===== src/rtl/core/jsu_pkg.sv =====
// ----------------------------------------------------------------------------
// jsu_pkg: shared types and constants for the JSON string unescape block
// Result kinds, character codes, and the run descriptor that travels from
// the parser front end to the output serializer.
// ----------------------------------------------------------------------------
package jsu_pkg;

  localparam int unsigned FIFO_DEPTH_DEF = 4;

  // Result kinds as seen on the output tuser
  typedef enum logic [1:0] {
    KIND_BYTE = 2'd0,
    KIND_DONE = 2'd1,
    KIND_ERR  = 2'd2
  } kind_e;

  localparam logic [7:0] CHAR_QUOTE = 8'h22;
  localparam logic [7:0] CHAR_BSL   = 8'h5C;
  localparam logic [7:0] CHAR_SPACE = 8'h20;
  localparam logic [7:0] CHAR_TAB   = 8'h09;
  localparam logic [7:0] CHAR_CR    = 8'h0D;
  localparam logic [7:0] CHAR_U     = 8'h75;

  localparam logic [7:0] UTF8_LEAD2 = 8'hC0;
  localparam logic [7:0] UTF8_LEAD3 = 8'hE0;
  localparam logic [7:0] UTF8_CONT  = 8'h80;
  localparam logic [15:0] UTF8_LIM1 = 16'h0080;
  localparam logic [15:0] UTF8_LIM2 = 16'h0800;

  // Results caused by one input beat: up to three data bytes, then an
  // optional done or error marker.
  typedef struct packed {
    logic [1:0]      nbytes;
    logic [2:0][7:0] bytes;
    logic            has_tail;
    kind_e           tail_kind;
  } desc_t;

endpackage


===== src/rtl/core/jsu_front.sv =====
// ----------------------------------------------------------------------------
// jsu_front: JSON string parser front end
// Tracks the parse phase, gathers \u digits and turns each accepted byte that
// yields results into a run descriptor for the output side.
// ----------------------------------------------------------------------------
module jsu_front
  import jsu_pkg::*;
(
  input  logic       clk_i,
  input  logic       rst_ni,
  input  logic       accept_i,
  input  logic [7:0] in_byte_i,
  input  logic       start_i,
  input  logic       eoi_i,
  output logic       push_o,
  output desc_t      desc_o
);

  typedef enum logic [2:0] {
    PH_SEEK = 3'd0,
    PH_STR  = 3'd1,
    PH_ESC  = 3'd2,
    PH_HEX  = 3'd3,
    PH_IDLE = 3'd4
  } phase_e;

  phase_e      phase_q, phase_d, phase_cur;
  logic [15:0] hexv_q, hexv_d, hexv_cur, hex_next;
  logic [1:0]  hcnt_q, hcnt_d, hcnt_cur;
  logic        open_str;
  logic        nib_ok;
  logic [3:0]  nib;
  logic        is_ws;
  desc_t       desc;

  function automatic logic [4:0] hex_nibble(input logic [7:0] c);
    logic [4:0] r;
    r = '0;
    if (c >= 8'h30 && c <= 8'h39) begin
      r = {1'b1, c[3:0]};
    end else if ((c >= 8'h61 && c <= 8'h66) || (c >= 8'h41 && c <= 8'h46)) begin
      r = {1'b1, c[3:0] + 4'd9};
    end
    return r;
  endfunction

  function automatic logic [7:0] map_escape(input logic [7:0] c);
    logic [7:0] r;
    r = c;
    case (c)
      8'h62: r = 8'h08;
      8'h66: r = 8'h0C;
      8'h6E: r = 8'h0A;
      8'h72: r = 8'h0D;
      8'h74: r = 8'h09;
      default: r = c;
    endcase
    return r;
  endfunction

  assign {nib_ok, nib} = hex_nibble(in_byte_i);
  assign is_ws = (in_byte_i >= CHAR_TAB && in_byte_i <= CHAR_CR) || (in_byte_i == CHAR_SPACE);

  always_comb begin
    phase_cur = start_i ? PH_SEEK : phase_q;
    hexv_cur  = start_i ? 16'd0 : hexv_q;
    hcnt_cur  = start_i ? 2'd0 : hcnt_q;
    phase_d   = phase_cur;
    hexv_d    = hexv_cur;
    hcnt_d    = hcnt_cur;
    hex_next  = {hexv_cur[11:0], nib};
    open_str  = 1'b0;
    desc      = '0;

    unique case (phase_cur)
      PH_SEEK: begin
        if (is_ws) begin
          open_str = 1'b1;
        end else if (in_byte_i == CHAR_QUOTE) begin
          phase_d  = PH_STR;
          open_str = 1'b1;
        end else begin
          desc.has_tail  = 1'b1;
          desc.tail_kind = KIND_ERR;
          phase_d        = PH_IDLE;
        end
      end
      PH_STR: begin
        if (in_byte_i == CHAR_QUOTE) begin
          desc.has_tail  = 1'b1;
          desc.tail_kind = KIND_DONE;
          phase_d        = PH_IDLE;
        end else if (in_byte_i == CHAR_BSL) begin
          // a trailing backslash is passed on as itself before the error
          if (eoi_i) begin
            desc.nbytes   = 2'd1;
            desc.bytes[0] = CHAR_BSL;
          end
          phase_d  = PH_ESC;
          open_str = 1'b1;
        end else begin
          desc.nbytes   = 2'd1;
          desc.bytes[0] = in_byte_i;
          open_str      = 1'b1;
        end
      end
      PH_ESC: begin
        if (in_byte_i == CHAR_U) begin
          phase_d = PH_HEX;
          hexv_d  = '0;
          hcnt_d  = '0;
        end else begin
          desc.nbytes   = 2'd1;
          desc.bytes[0] = map_escape(in_byte_i);
          phase_d       = PH_STR;
        end
        open_str = 1'b1;
      end
      PH_HEX: begin
        if (!nib_ok) begin
          desc.has_tail  = 1'b1;
          desc.tail_kind = KIND_ERR;
          phase_d        = PH_IDLE;
          hexv_d         = '0;
          hcnt_d         = '0;
        end else begin
          open_str = 1'b1;
          if (hcnt_cur == 2'd3) begin
            // encode the code point as UTF-8
            if (hex_next < UTF8_LIM1) begin
              desc.nbytes   = 2'd1;
              desc.bytes[0] = hex_next[7:0];
            end else if (hex_next < UTF8_LIM2) begin
              desc.nbytes   = 2'd2;
              desc.bytes[0] = UTF8_LEAD2 | {3'b000, hex_next[10:6]};
              desc.bytes[1] = UTF8_CONT | {2'b00, hex_next[5:0]};
            end else begin
              desc.nbytes   = 2'd3;
              desc.bytes[0] = UTF8_LEAD3 | {4'b0000, hex_next[15:12]};
              desc.bytes[1] = UTF8_CONT | {2'b00, hex_next[11:6]};
              desc.bytes[2] = UTF8_CONT | {2'b00, hex_next[5:0]};
            end
            hexv_d  = '0;
            hcnt_d  = '0;
            phase_d = PH_STR;
          end else begin
            hexv_d = hex_next;
            hcnt_d = hcnt_cur + 2'd1;
          end
        end
      end
      PH_IDLE: begin
        phase_d = PH_IDLE;
      end
      default: begin
        phase_d = PH_IDLE;
      end
    endcase

    // input ran out while the string is still open
    if (open_str && eoi_i) begin
      desc.has_tail  = 1'b1;
      desc.tail_kind = KIND_ERR;
      phase_d        = PH_IDLE;
      hexv_d         = '0;
      hcnt_d         = '0;
    end
  end

  always_ff @(posedge clk_i or negedge rst_ni) begin
    if (!rst_ni) begin
      phase_q <= PH_SEEK;
      hexv_q  <= '0;
      hcnt_q  <= '0;
    end else if (accept_i) begin
      phase_q <= phase_d;
      hexv_q  <= hexv_d;
      hcnt_q  <= hcnt_d;
    end
  end

  assign push_o = accept_i && ((desc.nbytes != 2'd0) || desc.has_tail);
  assign desc_o = desc;

endmodule


===== src/rtl/core/jsu_fifo.sv =====
// ----------------------------------------------------------------------------
// jsu_fifo: run descriptor queue
// Short queue between parser and serializer so each side can stall alone.
// ----------------------------------------------------------------------------
module jsu_fifo
  import jsu_pkg::*;
#(
  parameter int unsigned Depth = FIFO_DEPTH_DEF
) (
  input  logic  clk_i,
  input  logic  rst_ni,
  input  logic  push_i,
  input  desc_t push_data_i,
  output logic  full_o,
  input  logic  pop_i,
  output desc_t pop_data_o,
  output logic  empty_o
);

  localparam int unsigned PtrW = (Depth > 1) ? $clog2(Depth) : 1;
  localparam int unsigned CntW = $clog2(Depth + 1);
  localparam logic [PtrW-1:0] PtrLast = PtrW'(Depth - 1);
  localparam logic [CntW-1:0] CntFull = CntW'(Depth);

  desc_t           mem_q [Depth];
  logic [PtrW-1:0] wr_ptr_q, wr_ptr_d, rd_ptr_q, rd_ptr_d;
  logic [CntW-1:0] cnt_q, cnt_d;

  assign full_o     = (cnt_q == CntFull);
  assign empty_o    = (cnt_q == '0);
  assign pop_data_o = mem_q[rd_ptr_q];

  always_comb begin
    wr_ptr_d = wr_ptr_q;
    rd_ptr_d = rd_ptr_q;
    cnt_d    = cnt_q;
    if (push_i) begin
      wr_ptr_d = (wr_ptr_q == PtrLast) ? '0 : wr_ptr_q + 1'b1;
    end
    if (pop_i) begin
      rd_ptr_d = (rd_ptr_q == PtrLast) ? '0 : rd_ptr_q + 1'b1;
    end
    if (push_i && !pop_i) begin
      cnt_d = cnt_q + 1'b1;
    end else if (pop_i && !push_i) begin
      cnt_d = cnt_q - 1'b1;
    end
  end

  always_ff @(posedge clk_i or negedge rst_ni) begin
    if (!rst_ni) begin
      wr_ptr_q <= '0;
      rd_ptr_q <= '0;
      cnt_q    <= '0;
    end else begin
      wr_ptr_q <= wr_ptr_d;
      rd_ptr_q <= rd_ptr_d;
      cnt_q    <= cnt_d;
    end
  end

  always_ff @(posedge clk_i) begin
    if (push_i) begin
      mem_q[wr_ptr_q] <= push_data_i;
    end
  end

  a_no_overflow: assert property (@(posedge clk_i) disable iff (!rst_ni)
    push_i |-> !full_o)
    else $error("descriptor pushed into full queue");

  a_no_underflow: assert property (@(posedge clk_i) disable iff (!rst_ni)
    pop_i |-> !empty_o)
    else $error("descriptor popped from empty queue");

endmodule


===== src/rtl/core/jsu_back.sv =====
// ----------------------------------------------------------------------------
// jsu_back: result serializer
// Holds one run descriptor; sends a result per cycle while tready is high.
// ----------------------------------------------------------------------------
module jsu_back
  import jsu_pkg::*;
(
  input  logic       clk_i,
  input  logic       rst_ni,
  input  logic       fifo_empty_i,
  input  desc_t      fifo_data_i,
  output logic       fifo_pop_o,
  output logic       m_tvalid_o,
  input  logic       m_tready_i,
  output logic [7:0] m_tdata_o,
  output kind_e      m_tuser_o,
  output logic       m_tlast_o
);

  desc_t      cur_q, cur_d;
  logic       valid_q, valid_d;
  logic [1:0] idx_q, idx_d;
  logic [2:0] total;
  logic       at_last, beat, load;

  assign total   = {1'b0, cur_q.nbytes} + {2'b00, cur_q.has_tail};
  assign at_last = ({1'b0, idx_q} + 3'd1) == total;
  assign beat    = valid_q && m_tready_i;
  assign load    = !valid_q || (beat && at_last);
  assign fifo_pop_o = load && !fifo_empty_i;

  always_comb begin
    cur_d   = cur_q;
    valid_d = valid_q;
    idx_d   = idx_q;
    if (load) begin
      cur_d   = fifo_data_i;
      valid_d = !fifo_empty_i;
      idx_d   = '0;
    end else if (beat) begin
      idx_d = idx_q + 2'd1;
    end
  end

  always_ff @(posedge clk_i or negedge rst_ni) begin
    if (!rst_ni) begin
      valid_q <= 1'b0;
      idx_q   <= '0;
    end else begin
      valid_q <= valid_d;
      idx_q   <= idx_d;
    end
  end

  always_ff @(posedge clk_i) begin
    cur_q <= cur_d;
  end

  always_comb begin
    m_tdata_o = '0;
    m_tuser_o = KIND_BYTE;
    if (idx_q < cur_q.nbytes) begin
      m_tdata_o = cur_q.bytes[idx_q];
    end else begin
      m_tuser_o = cur_q.tail_kind;
    end
  end

  assign m_tvalid_o = valid_q;
  assign m_tlast_o  = at_last;

  a_idx_in_run: assert property (@(posedge clk_i) disable iff (!rst_ni)
    valid_q |-> ({1'b0, idx_q} < total))
    else $error("serializer index past end of run");

  a_marker_zero: assert property (@(posedge clk_i) disable iff (!rst_ni)
    (valid_q && m_tuser_o != KIND_BYTE) |-> (m_tdata_o == 8'h00 && m_tlast_o))
    else $error("done or error marker must be last and carry zero");

  a_pop_on_done: assert property (@(posedge clk_i) disable iff (!rst_ni)
    (beat && !at_last) |-> !fifo_pop_o)
    else $error("descriptor popped before run finished");

endmodule


===== src/rtl/core/json_string_unescape_top.sv =====
// ----------------------------------------------------------------------------
// json_string_unescape_top: streaming JSON string decoder
// Takes JSON text one byte per beat, finds the opening quote, decodes
// escapes and \u code points to UTF-8, and reports done or error.
// ----------------------------------------------------------------------------
// Usage:
//   Slave side: tdata carries the text byte, tuser restarts parsing (a
//   string is expected from this byte on), tlast marks the last byte of the
//   available text.
//   Master side: tdata is the decoded byte, tuser the result kind (byte,
//   done, error), tlast flags the final result caused by one input beat.
//   Whitespace before the quote, the quote itself, a backslash and \u
//   digits before the last give no result; a closing quote gives done.
//   After done or error the block drops bytes until tuser restarts it.
// Timing:
//   One input beat is accepted per cycle while the descriptor queue has room.
//   The first result of a beat reaches the master side through the queue
//   write and then the serializer load. Results leave at one beat per cycle
//   while tready is high; a beat that yields n results holds the serializer
//   for n output beats (at most four, a three-byte code point followed by an
//   end-of-text error).
//   New bytes are taken while earlier results still wait; the queue depth
//   absorbs bursts, and the serializer's output rate bounds the sustained input.
// Reset: parser returns to seeking the opening quote, queue and output empty.
// Stall: when the receiver holds tready low, results wait in the output
//   register and queue; input tready drops only when the queue is full.
// ----------------------------------------------------------------------------
module json_string_unescape_top
  import jsu_pkg::*;
#(
  parameter int unsigned FifoDepth = FIFO_DEPTH_DEF
) (
  input  logic       clk_i,
  input  logic       rst_ni,
  input  logic       s_axis_tvalid_i,
  output logic       s_axis_tready_o,
  input  logic [7:0] s_axis_tdata_i,   // [7:0] in_byte
  input  logic       s_axis_tuser_i,   // [0] start_string
  input  logic       s_axis_tlast_i,
  output logic       m_axis_tvalid_o,
  input  logic       m_axis_tready_i,
  output logic [7:0] m_axis_tdata_o,   // [7:0] out_byte
  output logic [1:0] m_axis_tuser_o,   // [1:0] kind
  output logic       m_axis_tlast_o
);

  logic  s_accept;
  logic  push, fifo_full, fifo_empty, pop;
  desc_t push_desc, pop_desc;
  kind_e out_kind;

  // accept whenever the queue can take a descriptor
  assign s_axis_tready_o = !fifo_full;
  assign s_accept        = s_axis_tvalid_i && s_axis_tready_o;

  jsu_front u_front (
    .clk_i     (clk_i),
    .rst_ni    (rst_ni),
    .accept_i  (s_accept),
    .in_byte_i (s_axis_tdata_i),
    .start_i   (s_axis_tuser_i),
    .eoi_i     (s_axis_tlast_i),
    .push_o    (push),
    .desc_o    (push_desc)
  );

  jsu_fifo #(
    .Depth (FifoDepth)
  ) u_fifo (
    .clk_i       (clk_i),
    .rst_ni      (rst_ni),
    .push_i      (push),
    .push_data_i (push_desc),
    .full_o      (fifo_full),
    .pop_i       (pop),
    .pop_data_o  (pop_desc),
    .empty_o     (fifo_empty)
  );

  jsu_back u_back (
    .clk_i        (clk_i),
    .rst_ni       (rst_ni),
    .fifo_empty_i (fifo_empty),
    .fifo_data_i  (pop_desc),
    .fifo_pop_o   (pop),
    .m_tvalid_o   (m_axis_tvalid_o),
    .m_tready_i   (m_axis_tready_i),
    .m_tdata_o    (m_axis_tdata_o),
    .m_tuser_o    (out_kind),
    .m_tlast_o    (m_axis_tlast_o)
  );

  assign m_axis_tuser_o = out_kind;

endmodule


===== config.mk =====
export PLATFORM = sky130hd
export DESIGN_NAME = json_string_unescape_top
export DESIGN_NICKNAME = d
export VERILOG_FILES = /design/src/rtl/core/jsu_pkg.sv /design/src/rtl/core/jsu_front.sv /design/src/rtl/core/jsu_fifo.sv /design/src/rtl/core/jsu_back.sv /design/src/rtl/core/json_string_unescape_top.sv
export SDC_FILE = /design/constraint.sdc
export NUM_CORES = 1
export LEC_CHECK = 0
export BUFFER_PORTS_ARGS = -buffer_cell sky130_fd_sc_hd__buf_2
export CAP_MARGIN = 20
export CORE_MARGIN = 2
export CORE_UTILIZATION = 65
export CTS_CLUSTER_DIAMETER = 60
export CTS_CLUSTER_SIZE = 20
export DETAILED_ROUTE_END_ITERATION = 8
export PLACE_DENSITY_LB_ADDON = 0.3
export SLEW_MARGIN = 30
export SYNTH_ARGS = -nofsm -noshare
export SYNTH_HDL_FRONTEND = slang
export SYNTH_SLANG_ARGS = --single-unit

===== constraint.sdc =====
create_clock -name clk_i -period 6.49 [get_ports clk_i]
set_input_delay 0 -clock clk_i [delete_from_list [all_inputs] [get_ports clk_i]]
set_output_delay 0 -clock clk_i [all_outputs]
set_load 0.005 [all_outputs]

=== After elaboration in Yosys (flattened, before gate mapping) ===
Memories as Yosys holds them, arrays and structs flattened. A register that Yosys moved wholly into a read port is not among the register bits.
Index checks and enable logic that the tools add are counted.

* $add $sub $neg: 9
* $mul: 0
* Divide/modulo/power cells: 0
* $lt $le $gt $ge: 12
* Eq/ne operators: 17
* Shifts and indexed selects: 0
* Muxes and demuxes: 67
* Bitwise logic cells: 0
* Reduce and logical (&&, ||, !) cells: 26

{| class="wikitable"
|+ Operator list
! kind !! count
|-
| $mux W16 || 7
|-
| $eq A8 B7 Y1 const B || 7
|-
| $mux W8 || 7
|-
| $mux W26 || 2
|-
| $mux W3 || 15
|-
| $pmux W8 S5 || 1
|-
| $pmux W16 S2 || 1
|-
| $mux W2 || 14
|-
| $pmux W8 S3 || 1
|-
| $bmux W8 S2 || 1
|-
| $eq A8 B6 Y1 const B || 2
|-
| $ge A8 B7 Y1 const B || 2
|-
| $le A8 B7 Y1 const B || 2
|-
| $lt A16 B12 Y1 const B || 1
|-
| $lt A16 B8 Y1 const B || 1
|-
| $mux W14 || 1
|-
| $logic_and A1 B1 Y1 || 12
|-
| $pmux W3 S4 || 1
|-
| $mux W5 || 2
|-
| $mux W1 || 9
|-
| $pmux W3 S3 || 1
|-
| $add A2 B1 Y2 const B || 4
|-
| $ge A8 B4 Y1 const B || 1
|-
| $ge A8 B6 Y1 const B || 1
|-
| other kinds (22) || 35
|}

* Flip-flop bits (word level): 31
* Latch bits: 0
* RAM bits: 116
* Memory bits (read-only): 0
* Bits of input ports: 14
* Output and inout port bits: 13
* Word-level logic and storage cells: 140
* Memories kept: 1

{| class="wikitable"
|+ Memory list
! name !! depth !! bits a word !! read ports !! clocked after memory_dff !! write ports !! line !! text
|-
| u_fifo.mem_q || 4 || 29 || 1 || 1 || 1 || jsu_fifo.sv:25 || <nowiki>desc_t mem_q [Depth];</nowiki>
|}

=== Longest topological paths before layout ===
Gate-level depths: netlist (run 1).

* Word-level depth: 18
* Gate-level depth with buffers: 14
* Gate-level depth less buffers: 14

=== Hierarchy ===
Synthesis (run 1) repeated with hierarchy kept, for this count alone.

* Cells, all modules: 514
* Area, all modules: 7,718.7 um^2

{| class="wikitable"
|+ By module, submodules not included
! module !! instances !! cells each !! area each (um^2) !! seq. area each (um^2)
|-
| jsu_fifo || 1 || 188 || 4,600.7 || 3,658.5
|-
| jsu_front || 1 || 232 || 1,741.7 || 425.4
|-
| jsu_back || 1 || 92 || 1,366.3 || 945.9
|-
| json_string_unescape_top || 1 || 2 || 10.0 || 0.0
|}

=== Worst setup path before layout (run 1) ===
Ideal clock, no wire load.

* Path kind: register to register
* Start: register, netlist name u_back.cur_q[27]
* End: register u_fifo.cnt_q[1]
* Setup time: 0.125 ns
* Arrival time: 3.345 ns
* Required time: 6.365 ns
* Setup slack: 3.020 ns
* Stages on the path, launching flop included: 13
* Buffers on the path: 0
* Period minus slack after synthesis: 3.470 ns
* Cell sequence: edfxtp_1 ha_1 ha_1 xor2_1 nor3_1 nand2_1 nand2_1 o31a_1 inv_1 ha_1 inv_1 fa_1 mux2_2

* Longest elaborated chain between the ends: 8
* Elaborated cells between the ends (all ways): 10
* Classes of those cells: add/sub: 1; eq/ne: 1; mux: 1; reduce/logical: 7

{| class="wikitable"
|+ RTL lines
! item !! line !! text
|-
| $add A2 B1 Y3 || jsu_back.sv:26 || <nowiki>assign total = {1'b0, cur_q.nbytes} + {2'b00, cur_q.has_tail};</nowiki>
|-
| $eq A3 B3 Y1 || jsu_back.sv:27 || <nowiki>assign at_last = ({1'b0, idx_q} + 3'd1) == total;</nowiki>
|-
| named net m_axis_tlast_o || json_string_unescape_top.sv:44 || <nowiki>output logic m_axis_tlast_o</nowiki>
|-
| $logic_and A1 B1 Y1 || jsu_back.sv:29 || <nowiki>assign load = !valid_q || (beat && at_last);</nowiki>
|-
| $logic_or A1 B1 Y1 || jsu_back.sv:29 ||
|-
| named net u_back.load || jsu_back.sv:24 || <nowiki>logic at_last, beat, load;</nowiki>
|-
| $logic_and A1 B1 Y1 || jsu_back.sv:30 || <nowiki>assign fifo_pop_o = load && !fifo_empty_i;</nowiki>
|-
| $logic_not A1 Y1 || jsu_fifo.sv:43 || <nowiki>if (push_i && !pop_i) begin</nowiki>
|-
| $logic_and A1 B1 Y1 || jsu_fifo.sv:43 ||
|-
| $mux W3 || jsu_fifo.sv:43 ||
|-
| named net u_fifo.cnt_d[1] || jsu_fifo.sv:27 || <nowiki>logic [CntW-1:0] cnt_q, cnt_d;</nowiki>
|-
| to (signal assigned) || jsu_fifo.sv:58 || <nowiki>cnt_q <= cnt_d;</nowiki>
|-
| to (decl) || jsu_fifo.sv:27 ||
|}

The timed path passes the listed nets, and every way through them passes these cells.
A chain may end at the register's enable or synchronous reset.

=== Worst setup path after layout (run 1) ===
* Start: register u_back.idx_q[0]
* End: register u_fifo.cnt_q[1]

* Longest elaborated chain between the ends: 8
* Elaborated cells between the ends (all ways): 10
* Classes of those cells: add/sub: 1; eq/ne: 1; mux: 1; reduce/logical: 7

{| class="wikitable"
|+ RTL lines
! item !! line !! text
|-
| from (decl) || jsu_back.sv:22 || <nowiki>logic [1:0] idx_q, idx_d;</nowiki>
|-
| from (signal assigned) || jsu_back.sv:51 || <nowiki>idx_q <= idx_d;</nowiki>
|-
| $add A2 B1 Y3 || jsu_back.sv:27 ||
|-
| $eq A3 B3 Y1 || jsu_back.sv:27 ||
|-
| $logic_and A1 B1 Y1 || jsu_back.sv:29 ||
|-
| $logic_or A1 B1 Y1 || jsu_back.sv:29 ||
|-
| named net u_back.load || jsu_back.sv:24 ||
|-
| $logic_and A1 B1 Y1 || jsu_back.sv:30 ||
|-
| $logic_not A1 Y1 || jsu_fifo.sv:43 ||
|-
| $logic_and A1 B1 Y1 || jsu_fifo.sv:43 ||
|-
| $mux W3 || jsu_fifo.sv:43 ||
|-
| named net u_fifo.cnt_d[1] || jsu_fifo.sv:27 ||
|}

The timed path passes the listed nets, and every way through them passes these cells.

==> reports/results.tsv, run 1 <==
metric	value	unit
Net count, final	571	
Max-Cap Viols	0	
Setup crit start kind	flop	
status	finished, final reports clean	
IO buf count	26	
largest net degree at the start of global routing	31	
crit-path max FO	29	
overall power	3.580	mW
Total GRT Usage	0.2897	
clk root buf	clkbuf_16	
most used flip-flop cell after synthesis	edfxtp_1	
Post-CTS Setup Bufs	0	
Req. time, crit path	6800	ps
CTS Sinks	162	
Residual DRC	0	
CORE AREA	10980	sq um
die area	12260	sq um
critical path arrival	3910	ps
Leak	3.040	nW
GRT overflow	0	
Syn Nets	540	
Avg Cell Area, Syn	14.55	sq um
H-tree levels	4	
first-pass GRT wire length	26670	microns
Clk pin slew, worst setup/hold paths	60	ps
Hold WC Path Type	input port to flop	
r2r worst-path depth	12	
hpwl dp	10330	microns
min Tclk post-route	3595	ps
total CTS buffers	17	
ys async rst share	0.1667	
hold depth	3	
fraction of final layout cells sized beyond drive strength 1	0.1938	
register area share after synthesis	0.6386	
Pre-Repair DR Iteration Count	5	
FMAX	278.2	MHz
PwrDens	428.8	nW/um^2
Reg-to-Reg End	u_fifo.cnt_q[1]$_DFFE_PN0P_	
final setup fails	0	
number of library cell types mapped by synthesis	68	
num ports	27	
Max-slew headroom	0.3924	
clock buffer depth	2	
unrepaired setup endpoints after global routing	false	
antenna violations before repair	0	
routed vias/inst	6.737	
Total Neg Setup Slack	0	ps
HP Start	s_axis_tuser_i	
Starting Density	0.6743	
# diodes	0	
cts repair resizes	0	
Starting DRT DRC Count	376	
via count	4662	
Clk Latency, worst-skew pair	430	ps
reg-to-reg setup timing slack	2900	ps
Hold Fails Final Rpt	0	
Gate Count Post-Synth	509	
CTS tree	yes	
drt wl/cell	23.80	microns
Post-synth EDFFs	135	
synth warn	0	
WL final	16470	microns
worst-case clock skew	8.853	ps
Setup Crit Path Kind	flop to flop	
Slew @ Worst Pin	900.0	ps
Area growth, synth to finish	12.72	%
GP Congestion	0.9119	
hold endpoint	u_front.phase_q[2]$_DFFE_PN0P_	
synthesized area	7406	sq um
die extent in x	110.7	microns
die height	110.7	microns
Final ANT Viol Nets	0	
Rows	38	
Max IR drop VDD	327.6	uV
fin crit share	0.5539	
Slew Limit Fails	0	
Worst setup EP type	flop	
count of state elements after synthesis	162	
number of global-route vias before repair	4692	
Critical R2R Launch	u_back.idx_q[0]$_DFFE_PN0P_	
==> state kept, by name (all words and copies together), names as in the netlist <==
register / flops
u_front.phase_q: 3
u_fifo.rd_ptr_q: 2
u_fifo.wr_ptr_q: 2
u_back.idx_q: 2
u_front.hexv_q: 12
u_back.m_tvalid_o: 1
u_fifo.cnt_q: 3
u_fifo.mem_q: 108
u_front.hcnt_q: 2
u_back.cur_q: 27
==> where the power goes <==
part	internal, mW	leakage [nW]	switching, mW
logic	0.417	1.16	0.479
clock network	0.680	0.299	0.396
registers	1.43	1.59	0.174
==> worst max-delay path: stages (launching register included) <==
cell	delay (ps)
dfrtp_1	700
ha_1	370
xor2_1	160
nor3_1	370
nand2_1	100
nand2_1	90
buf_4	350
o31a_1	270
inv_1	60
ha_1	210
inv_1	100
fa_1	420
mux2_2	280
==> metal layers <==
metal  up-vias  wire (microns)  global-route usage
met3        34            1186             0.06342
met1      2354            6346              0.3859
li1       2039               -                   -
met2       235            8507              0.4699
met4         0             427              0.1192
met5         -               0                   0
==> Yosys cell counts (2+ instances only) <==
cell	instances	area, sq um
a22oi_1	2	15.01
nor4_1	4	25.02
a21o_1	6	45.04
buf_2	7	35.03
inv_1	16	60.06
nor2_1	39	146.4
and2_1	12	75.07
nor4b_1	3	26.28
mux2i_1	7	70.07
a31oi_1	3	18.77
o21a_1	3	22.52
buf_1	2	7.510
nor3_1	11	55.05
mux4_2	27	608.1
nor3b_1	3	22.52
nand3_1	9	45.04
o22ai_1	7	43.79
dfrtp_1	27	675.7
xnor2_1	2	17.52
o211ai_1	2	15.01
xor2_1	6	52.55
a21oi_1	24	120.1
ha_1	16	200.2
or4b_1	3	30.03
o22a_1	2	17.52
o21ai_0	11	55.05
or3_1	3	18.77
o21ai_1	4	20.02
or2_2	3	18.77
nand2b_1	6	37.54
edfxtp_1	135	4054
mux2_2	4	45.04
nor2b_1	6	37.54
a22o_1	14	122.6
nand2_1	31	116.4
clkbuf_1	14	52.55
and3_1	3	18.77
mux2_1	2	22.52
==> final cells by class <==
type | count | area (sq um)
clock buffers | 18 | 429.2
clock inverters | 13 | 206.4
multi-input cells | 308 | 2539
repair buffers | 35 | 205.2
fillers | 631 | 2635
inverters | 16 | 60.06
well taps | 140 | 175.2
flip-flops and latches | 162 | 4733
==> layout by cell type (no fill, tap or decap), types with 9 or more instances in the layout <==
cell type | netlist | final
dfrtp_1 | 27 | 26
nor3_1 | 11 | 11
edfxtp_1 | 135 | 135
ha_1 | 16 | 16
nor2_1 | 39 | 39
mux4_2 | 27 | 27
buf_2 | 7 | 26
and2_1 | 12 | 12
clkbuf_16 | 0 | 17
inv_1 | 16 | 16
a21oi_1 | 24 | 24
nand2_1 | 31 | 31
a22o_1 | 14 | 14
o21ai_0 | 11 | 11
nand3_1 | 9 | 9
==> kinds of logic (layout without fill, tap and decap cells) <==
group / Yosys count / in the layout / share of synthesized area
flip-flops: 162 / 162 / 0.6386
multiplexers: 40 / 40 / 0.1007
AND/OR/NAND/NOR: 148 / 148 / 0.1078
buffers and inverters: 39 / 82 / 0.02095
adder cells (fa/ha/maj): 17 / 17 / 0.02973
XOR/XNOR: 8 / 8 / 0.009461
AO/OA/AOI/OAI: 95 / 95 / 0.09275
==> worst max path at each step <==
stage	depth (start not counted)	slack, ps	startpoint	to
global route	12	2600	u_back.idx_q[0]$_DFFE_PN0P_	u_fifo.cnt_q[1]$_DFFE_PN0P_
global placement	12	3180	u_back.idx_q[0]$_DFFE_PN0P_	u_fifo.cnt_q[1]$_DFFE_PN0P_
CTS	12	2910	u_back.idx_q[0]$_DFFE_PN0P_	u_fifo.cnt_q[1]$_DFFE_PN0P_
floorplan	12	3020	u_back.cur_q[27]$_DFFE_PP_	u_fifo.cnt_q[1]$_DFFE_PN0P_
detailed placement	12	3040	u_back.idx_q[0]$_DFFE_PN0P_	u_fifo.cnt_q[1]$_DFFE_PN0P_
finish	12	2900	u_back.idx_q[0]$_DFFE_PN0P_	u_fifo.cnt_q[1]$_DFFE_PN0P_
==> what timing repair did <==
item                                    CTS  global route
endpoints found under the setup margin    0             0
hold endpoints to repair                 30             0
hold buffers                              3             0
==> per-stage QoR <==
stage | setup slack (ps) | instance area, sq um | hold WS (ps) | cells | util
floorplan | 3020 | 7406 | -295.6 | 509 | -
global placement | 3183 | 7662 | 60.76 | 658 | 0.6977
detailed placement | 3043 | 7662 | 71.67 | 658 | 0.6977
CTS | 2908 | 8328 | 16.70 | 692 | 0.7583
global route | 2602 | 8348 | 66.11 | 692 | 0.7601
finish | 2895 | 8348 | 31.50 | 692 | 0.7601
Power figures use the tool's default switching activity.
==> run 2: changes to the inputs <==
--- a/config.mk
+++ b/config.mk
@@ -8,7 +8,7 @@
 export BUFFER_PORTS_ARGS = -buffer_cell sky130_fd_sc_hd__buf_2
 export CAP_MARGIN = 20
 export CORE_MARGIN = 2
-export CORE_UTILIZATION = 65
+export CORE_UTILIZATION = 56
 export CTS_CLUSTER_DIAMETER = 60
 export CTS_CLUSTER_SIZE = 20
 export DETAILED_ROUTE_END_ITERATION = 8
==> constraint.sdc (replaced) <==
create_clock -name clk_i -period 3.2 [get_ports clk_i]
set_input_delay 0 -clock clk_i [delete_from_list [all_inputs] [get_ports clk_i]]
set_output_delay 0 -clock clk_i [all_outputs]
set_load 0.005 [all_outputs]
==> run 2 against run 1 <==
Net effect: global-route usage down 5.2 points; clock skew is 0.78 ps lower; final cell count up 7.8%; register-to-register slack worse by 2700 ps; clock power up 95%; core utilization fell by 11 points; first-iteration DRC count fell by 4.0%; total power increased by 100%; critical path depth fell by 1; largest power group unchanged.
==> reports/results.tsv, run 2 (synthesized netlist as in run 1, its figures left out) <==
metric	value	unit
CTS Sinks	162	
Req. time, crit path	3550	ps
Worst setup EP type	flop	
unrepaired setup endpoints after global routing	false	
die area	14160	sq um
P_sw	2.177	mW
Setup Crit Path Kind	flop to flop	
total CTS buffers	17	
final setup fails	0	
critical path arrival	3360	ps
antenna violations before repair	0	
PwrDens	849.0	nW/um^2
min Tclk post-route	3008	ps
max reg flops	108	
Pre-Repair DR Iteration Count	5	
Slew Limit Fails	0	
Max stage delay on crit path	550	ps
FMAX	332.4	MHz
Starting DRT DRC Count	361	
overall power	7.261	mW
die height	119	microns
Total GRT Usage	0.2376	
via count	4493	
Max-Cap Viols	0	
Finished Core Util	0.6536	
Max-slew headroom	0.5128	
number of global-route vias before repair	4643	
GP Congestion	0.9027	
sequential share of power	0.422	
Area growth, synth to finish	15.48	%
fin crit share	0.9402	
# diodes	0	
Rows	42	
clock group share of total power	0.291	
crit path capture	u_fifo.cnt_q[2]$_DFFE_PN0P_	
clock buffer depth	2	
die extent in x	119	microns
clk root buf	clkbuf_16	
Net count, final	588	
Starting Density	0.5660	
CP startpoint	u_front.phase_q[1]$_DFFE_PN0P_	
switching share of power	0.2998	
GRT overflow	0	
Final ANT Viol Nets	0	
most frequent cells in the layout	135 x edfxtp_1, 39 x nor2_1, 30 x nand2_1	
Slew @ Worst Pin	724.1	ps
first-pass GRT wire length	25210	microns
biggest regs	u_fifo.mem_q x108, u_back.cur_q x27, u_front.hexv_q x12	
Setup crit start kind	flop	
worst-case clock skew	8.078	ps
storage element area	4731	sq um
H-tree levels	4	
CTS tree	yes	
Combinational Power Share	0.287	
Top reg by flops	u_fifo.mem_q	
Layout fillers	945	
P_int	5.084	mW
CP most frequent cell	xor2_1	
Hold Fails Final Rpt	0	
status	finished, final reports clean	
r2r worst-path depth	11	
most common cell after layout, fill and taps aside	edfxtp_1	
Residual DRC	0	
reg-to-reg setup timing slack	190	ps
IO buf count	26	
crit path cell chain	or4b_1 -> a21oi_2 -> o21a_1 -> nor2_2 -> a41oi_4 -> ha_1 -> inv_1 -> fa_1 -> xor2_1 -> nor2_1 -> xor2_1	
fraction of final layout cells sized beyond drive strength 1	0.2316	
hpwl dp	10070	microns
area occupied by multi-input gates	2537	sq um
Hold WC Path Type	input port to flop	
crit-path max FO	7	
Critical R2R Launch	u_front.phase_q[1]$_DFFE_PN0P_	
Leak	3.140	nW
num ports	27	
WL final	15630	microns
routed vias/inst	6.023	
Reg-to-Reg End	u_fifo.cnt_q[2]$_DFFE_PN0P_	
Clk Latency, worst-skew pair	430	ps
CORE AREA	13090	sq um
Crit-path slowest cell	or4b_1	
largest net degree at the start of global routing	31	
Total Neg Setup Slack	0	ps
Clk pin slew, worst setup/hold paths	60	ps
Max IR drop VDD	372.0	uV
drt wl/cell	20.96	microns
run 2: worst max-delay path, delay by kind of cell, from the launching register on:
kind,cells,cell delay [ps]
AOI/OAI and AO/OA,3,650
adders and majority gates,2,670
and+or+nand+nor,3,740
DFF,1,440
buffers and inverters,1,80
xor gates and xnor gates,2,320
run 2: routing by layer:
metal | vias to the layer above | wire, microns | share of wire | GRT usage
met5 | - | 0 | 0 | 0
met4 | 0 | 311 | 0.020 | 0.09152
met3 | 25 | 732 | 0.047 | 0.04693
met2 | 134 | 7874 | 0.50 | 0.3983
met1 | 2258 | 6716 | 0.43 | 0.3081
li1 | 2076 | - | - | -
run 2: final cells by class:
class | count | share of cell area
Inverter | 16 | 0.007023
Clock inverter | 15 | 0.02312
Tap cell | 176 | 0.02575
Clock buffer | 17 | 0.04974
Multi-Input combinational cell | 308 | 0.2967
Timing Repair Buffer | 52 | 0.04448
Sequential cell | 162 | 0.5532
run 2: worst min path at each step:
stage / start / end / slack (ps) / depth (start not counted)
2_1_floorplan: rst_ni / u_back.idx_q[0]$_DFFE_PN0P_ / -300 / 0
3_3_place_gp: rst_ni / u_fifo.wr_ptr_q[0]$_DFFE_PN0P_ / 60 / 1
3_5_place_dp: rst_ni / u_fifo.wr_ptr_q[1]$_DFFE_PN0P_ / 80 / 1
4_1_cts: s_axis_tvalid_i / u_front.phase_q[2]$_DFFE_PN0P_ / 4 / 3
5_1_grt: s_axis_tvalid_i / u_front.phase_q[2]$_DFFE_PN0P_ / 40 / 3
6_report: s_axis_tvalid_i / u_front.phase_q[2]$_DFFE_PN0P_ / 30 / 3
run 2: per-stage QoR:
stage | instance area [sq um] | hold slack [ps] | setup WS [ps] | std cells
3_3_place_gp | 7878 | 59.03 | 231.8 | 709
6_report | 8552 | 26.83 | 191.5 | 746
5_1_grt | 8552 | 42.13 | 12.08 | 746
4_1_cts | 8521 | 4.344 | 49.65 | 743
3_5_place_dp | 7878 | 79.34 | 105.4 | 709
2_1_floorplan | 7413 | -295.6 | 106.2 | 509
run 2: power by group through the flow:
stage                     sequential [mW]  combinational (mW)  clock [mW]
after CTS                            3.07                2.10        2.14
after global routing                 3.11                2.30        2.21
final                                3.06                2.09        2.11
after floorplan                      3.05                1.41           0
after global placement               3.07                2.02           0
after detailed placement             3.10                2.08           0
run 2: repair_timing:
| action | in CTS | in global routing |
|---|---|---|
| buffers inserted | 0 | 3 |
| hold endpoints to repair | 29 | 0 |
| endpoints found under the setup margin | 0 | 2 |
| hold buffers | 2 | 0 |
| gates resized for setup | 0 | 2 |
==> run 3: changes to the inputs <==
--- a/config.mk
+++ b/config.mk
@@ -12,7 +12,10 @@
 export CTS_CLUSTER_DIAMETER = 60
 export CTS_CLUSTER_SIZE = 20
 export DETAILED_ROUTE_END_ITERATION = 8
+export GPL_ROUTABILITY_DRIVEN = 1
+export HOLD_SLACK_MARGIN = 0.12
 export PLACE_DENSITY_LB_ADDON = 0.3
+export SKIP_LAST_GASP = 1
 export SLEW_MARGIN = 30
 export SYNTH_ARGS = -nofsm -noshare
 export SYNTH_HDL_FRONTEND = slang
==> run 3 against run 2 <==
Net effect: non-clock buffer count grew 6; register-to-register slack is essentially flat; cell area up 0.85%; clock power barely moved; sequential share of layout area is 0.47 points lower; clock-buffer cell count did not move; clock skew is 1.7 ps higher.
==> reports/results.tsv, run 3 (synthesized netlist as in run 1, its figures left out) <==
metric	value	unit
Finished Core Util	0.6591	
final setup fails	0	
Setup Crit Path Kind	input port to flop	
Max stage delay on crit path	520	ps
Reg-to-Reg End	u_fifo.cnt_q[2]$_DFFE_PN0P_	
reg-to-reg setup timing slack	180	ps
Max-slew headroom	0.5215	
Crit-path slowest cell	dlygate4sd3_1	
hpwl dp	10070	microns
most frequent cells in the layout	135 x edfxtp_1, 39 x nor2_1, 30 x nand2_1	
Critical R2R Launch	u_front.phase_q[1]$_DFFE_PN0P_	
die extent in x	119	microns
Slew Limit Fails	0	
most common cell after layout, fill and taps aside	edfxtp_1	
Max-Cap Viols	0	
GRT overflow	0	
Setup crit start kind	input port	
Max IR drop VDD	371.3	uV
via count	4567	
Hold Fails Final Rpt	0	
H-tree levels	4	
clk root buf	clkbuf_16	
drt wl/cell	20.85	microns
fin area	8625	sq um
CTS tree	yes	
crit-path max FO	9	
Crit path buffers/inverters	5	
WL final	15680	microns
critical path arrival	3390	ps
Total GRT Usage	0.2380	
Final ANT Viol Nets	0	
die area	14160	sq um
Hold WC Path Type	input port to asynchronous set/reset pin	
GP Congestion	0.9027	
Residual DRC	0	
Area growth, synth to finish	16.46	%
first-pass GRT wire length	25270	microns
Rows	42	
Req. time, crit path	3560	ps
total CTS buffers	17	
Clk pin slew, worst setup/hold paths	70	ps
fraction of final layout cells sized beyond drive strength 1	0.2413	
CORE AREA	13090	sq um
# diodes	0	
crit path cell chain	dlygate4sd3_1 -> buf_4 -> inv_1 -> ha_1 -> buf_4 -> o211a_1 -> or3_1 -> a32o_2 -> a41oi_4 -> ha_2 -> inv_1 -> fa_1 -> xor2_1 -> nor2_1 -> xor2_1	
Top reg by flops	u_fifo.mem_q	
Total Neg Setup Slack	0	ps
r2r worst-path depth	11	
Clk Latency, worst-skew pair	430	ps
fin crit share	0.9492	
min Tclk post-route	3037	ps
worst-case clock skew	9.770	ps
Layout fillers	936	
antenna violations before repair	0	
IO buf count	26	
unrepaired setup endpoints after global routing	false	
max reg flops	108	
Starting Density	0.5660	
Worst setup EP type	flop	
routed vias/inst	6.073	
Starting DRT DRC Count	382	
CTS Sinks	162	
Placed Area	7878	sq um
Net count, final	594	
Pre-Repair DR Iteration Count	7	
FMAX	329.2	MHz
number of global-route vias before repair	4670	
biggest regs	u_fifo.mem_q x108, u_back.cur_q x27, u_front.hexv_q x12	
PwrDens	845.5	nW/um^2
Stages on worst setup path	15	
critical path's top delay family	buffers and inverters	
clock buffer depth	2	
Slew @ Worst Pin	711.2	ps
die height	119	microns
Leak	3.163	nW
num ports	27	
largest net degree at the start of global routing	31	
status	finished, final reports clean	
run 3: timing repair:
action                                  in CTS  in global routing
endpoints found under the setup margin       0                  2
hold endpoints to repair                    40                  0
hold buffers                                 6                  0
setup buffers                                0                  5
gates resized for setup                      0                  9
run 3: metal layers:
layer,track usage,share of wire,up-vias
met5,0,0,-
met4,0.09152,0.020,0
met3,0.04693,0.052,27
met2,0.3998,0.51,156
met1,0.3081,0.42,2302
li1,-,-,2082
run 3: worst max-delay path by stage:
stage / startpoint / to
6_report: s_axis_tdata_i[0] / u_fifo.cnt_q[2]$_DFFE_PN0P_
5_1_grt: u_front.phase_q[1]$_DFFE_PN0P_ / u_fifo.cnt_q[2]$_DFFE_PN0P_
4_1_cts: u_front.phase_q[1]$_DFFE_PN0P_ / u_fifo.cnt_q[2]$_DFFE_PN0P_
3_5_place_dp: u_front.phase_q[1]$_DFFE_PN0P_ / u_fifo.cnt_q[2]$_DFFE_PN0P_
3_3_place_gp: u_front.phase_q[1]$_DFFE_PN0P_ / u_fifo.cnt_q[2]$_DFFE_PN0P_
2_1_floorplan: u_back.cur_q[27]$_DFFE_PP_ / u_fifo.cnt_q[1]$_DFFE_PN0P_
run 3: per-stage QoR:
step           instances  total power [mW]  setup WS, ps  hold slack, ps
2_1_floorplan        509             4.464         106.2          -295.6
3_3_place_gp         709             5.088         231.8           59.03
3_5_place_dp         709             5.181         105.4           79.34
4_1_cts              747             7.320         49.65           126.7
5_1_grt              752             7.652         18.86           190.6
6_report             752             7.292         162.6           143.5
run 3: power breakdown:
| part | internal, mW | switching (mW) | total [mW] |
|---|---|---|---|
| sequential | 2.90 | 0.165 | 3.06 |
| clock | 1.25 | 0.865 | 2.12 |
| combinational | 0.961 | 1.15 | 2.11 |
| total | 5.11 | 2.18 | 7.29 |
run 3: cell type report:
cell class / count / area, sq um / share of cell area
Clock inverter: 15 / 197.7 / 0.02292
Sequential cell: 162 / 4731 / 0.5485
Timing Repair Buffer: 58 / 437.9 / 0.05078
Multi-Input combinational cell: 308 / 2552 / 0.2960
Inverter: 16 / 60.06 / 0.006964
Clock buffer: 17 / 425.4 / 0.04933
Tap cell: 176 / 220.2 / 0.02553
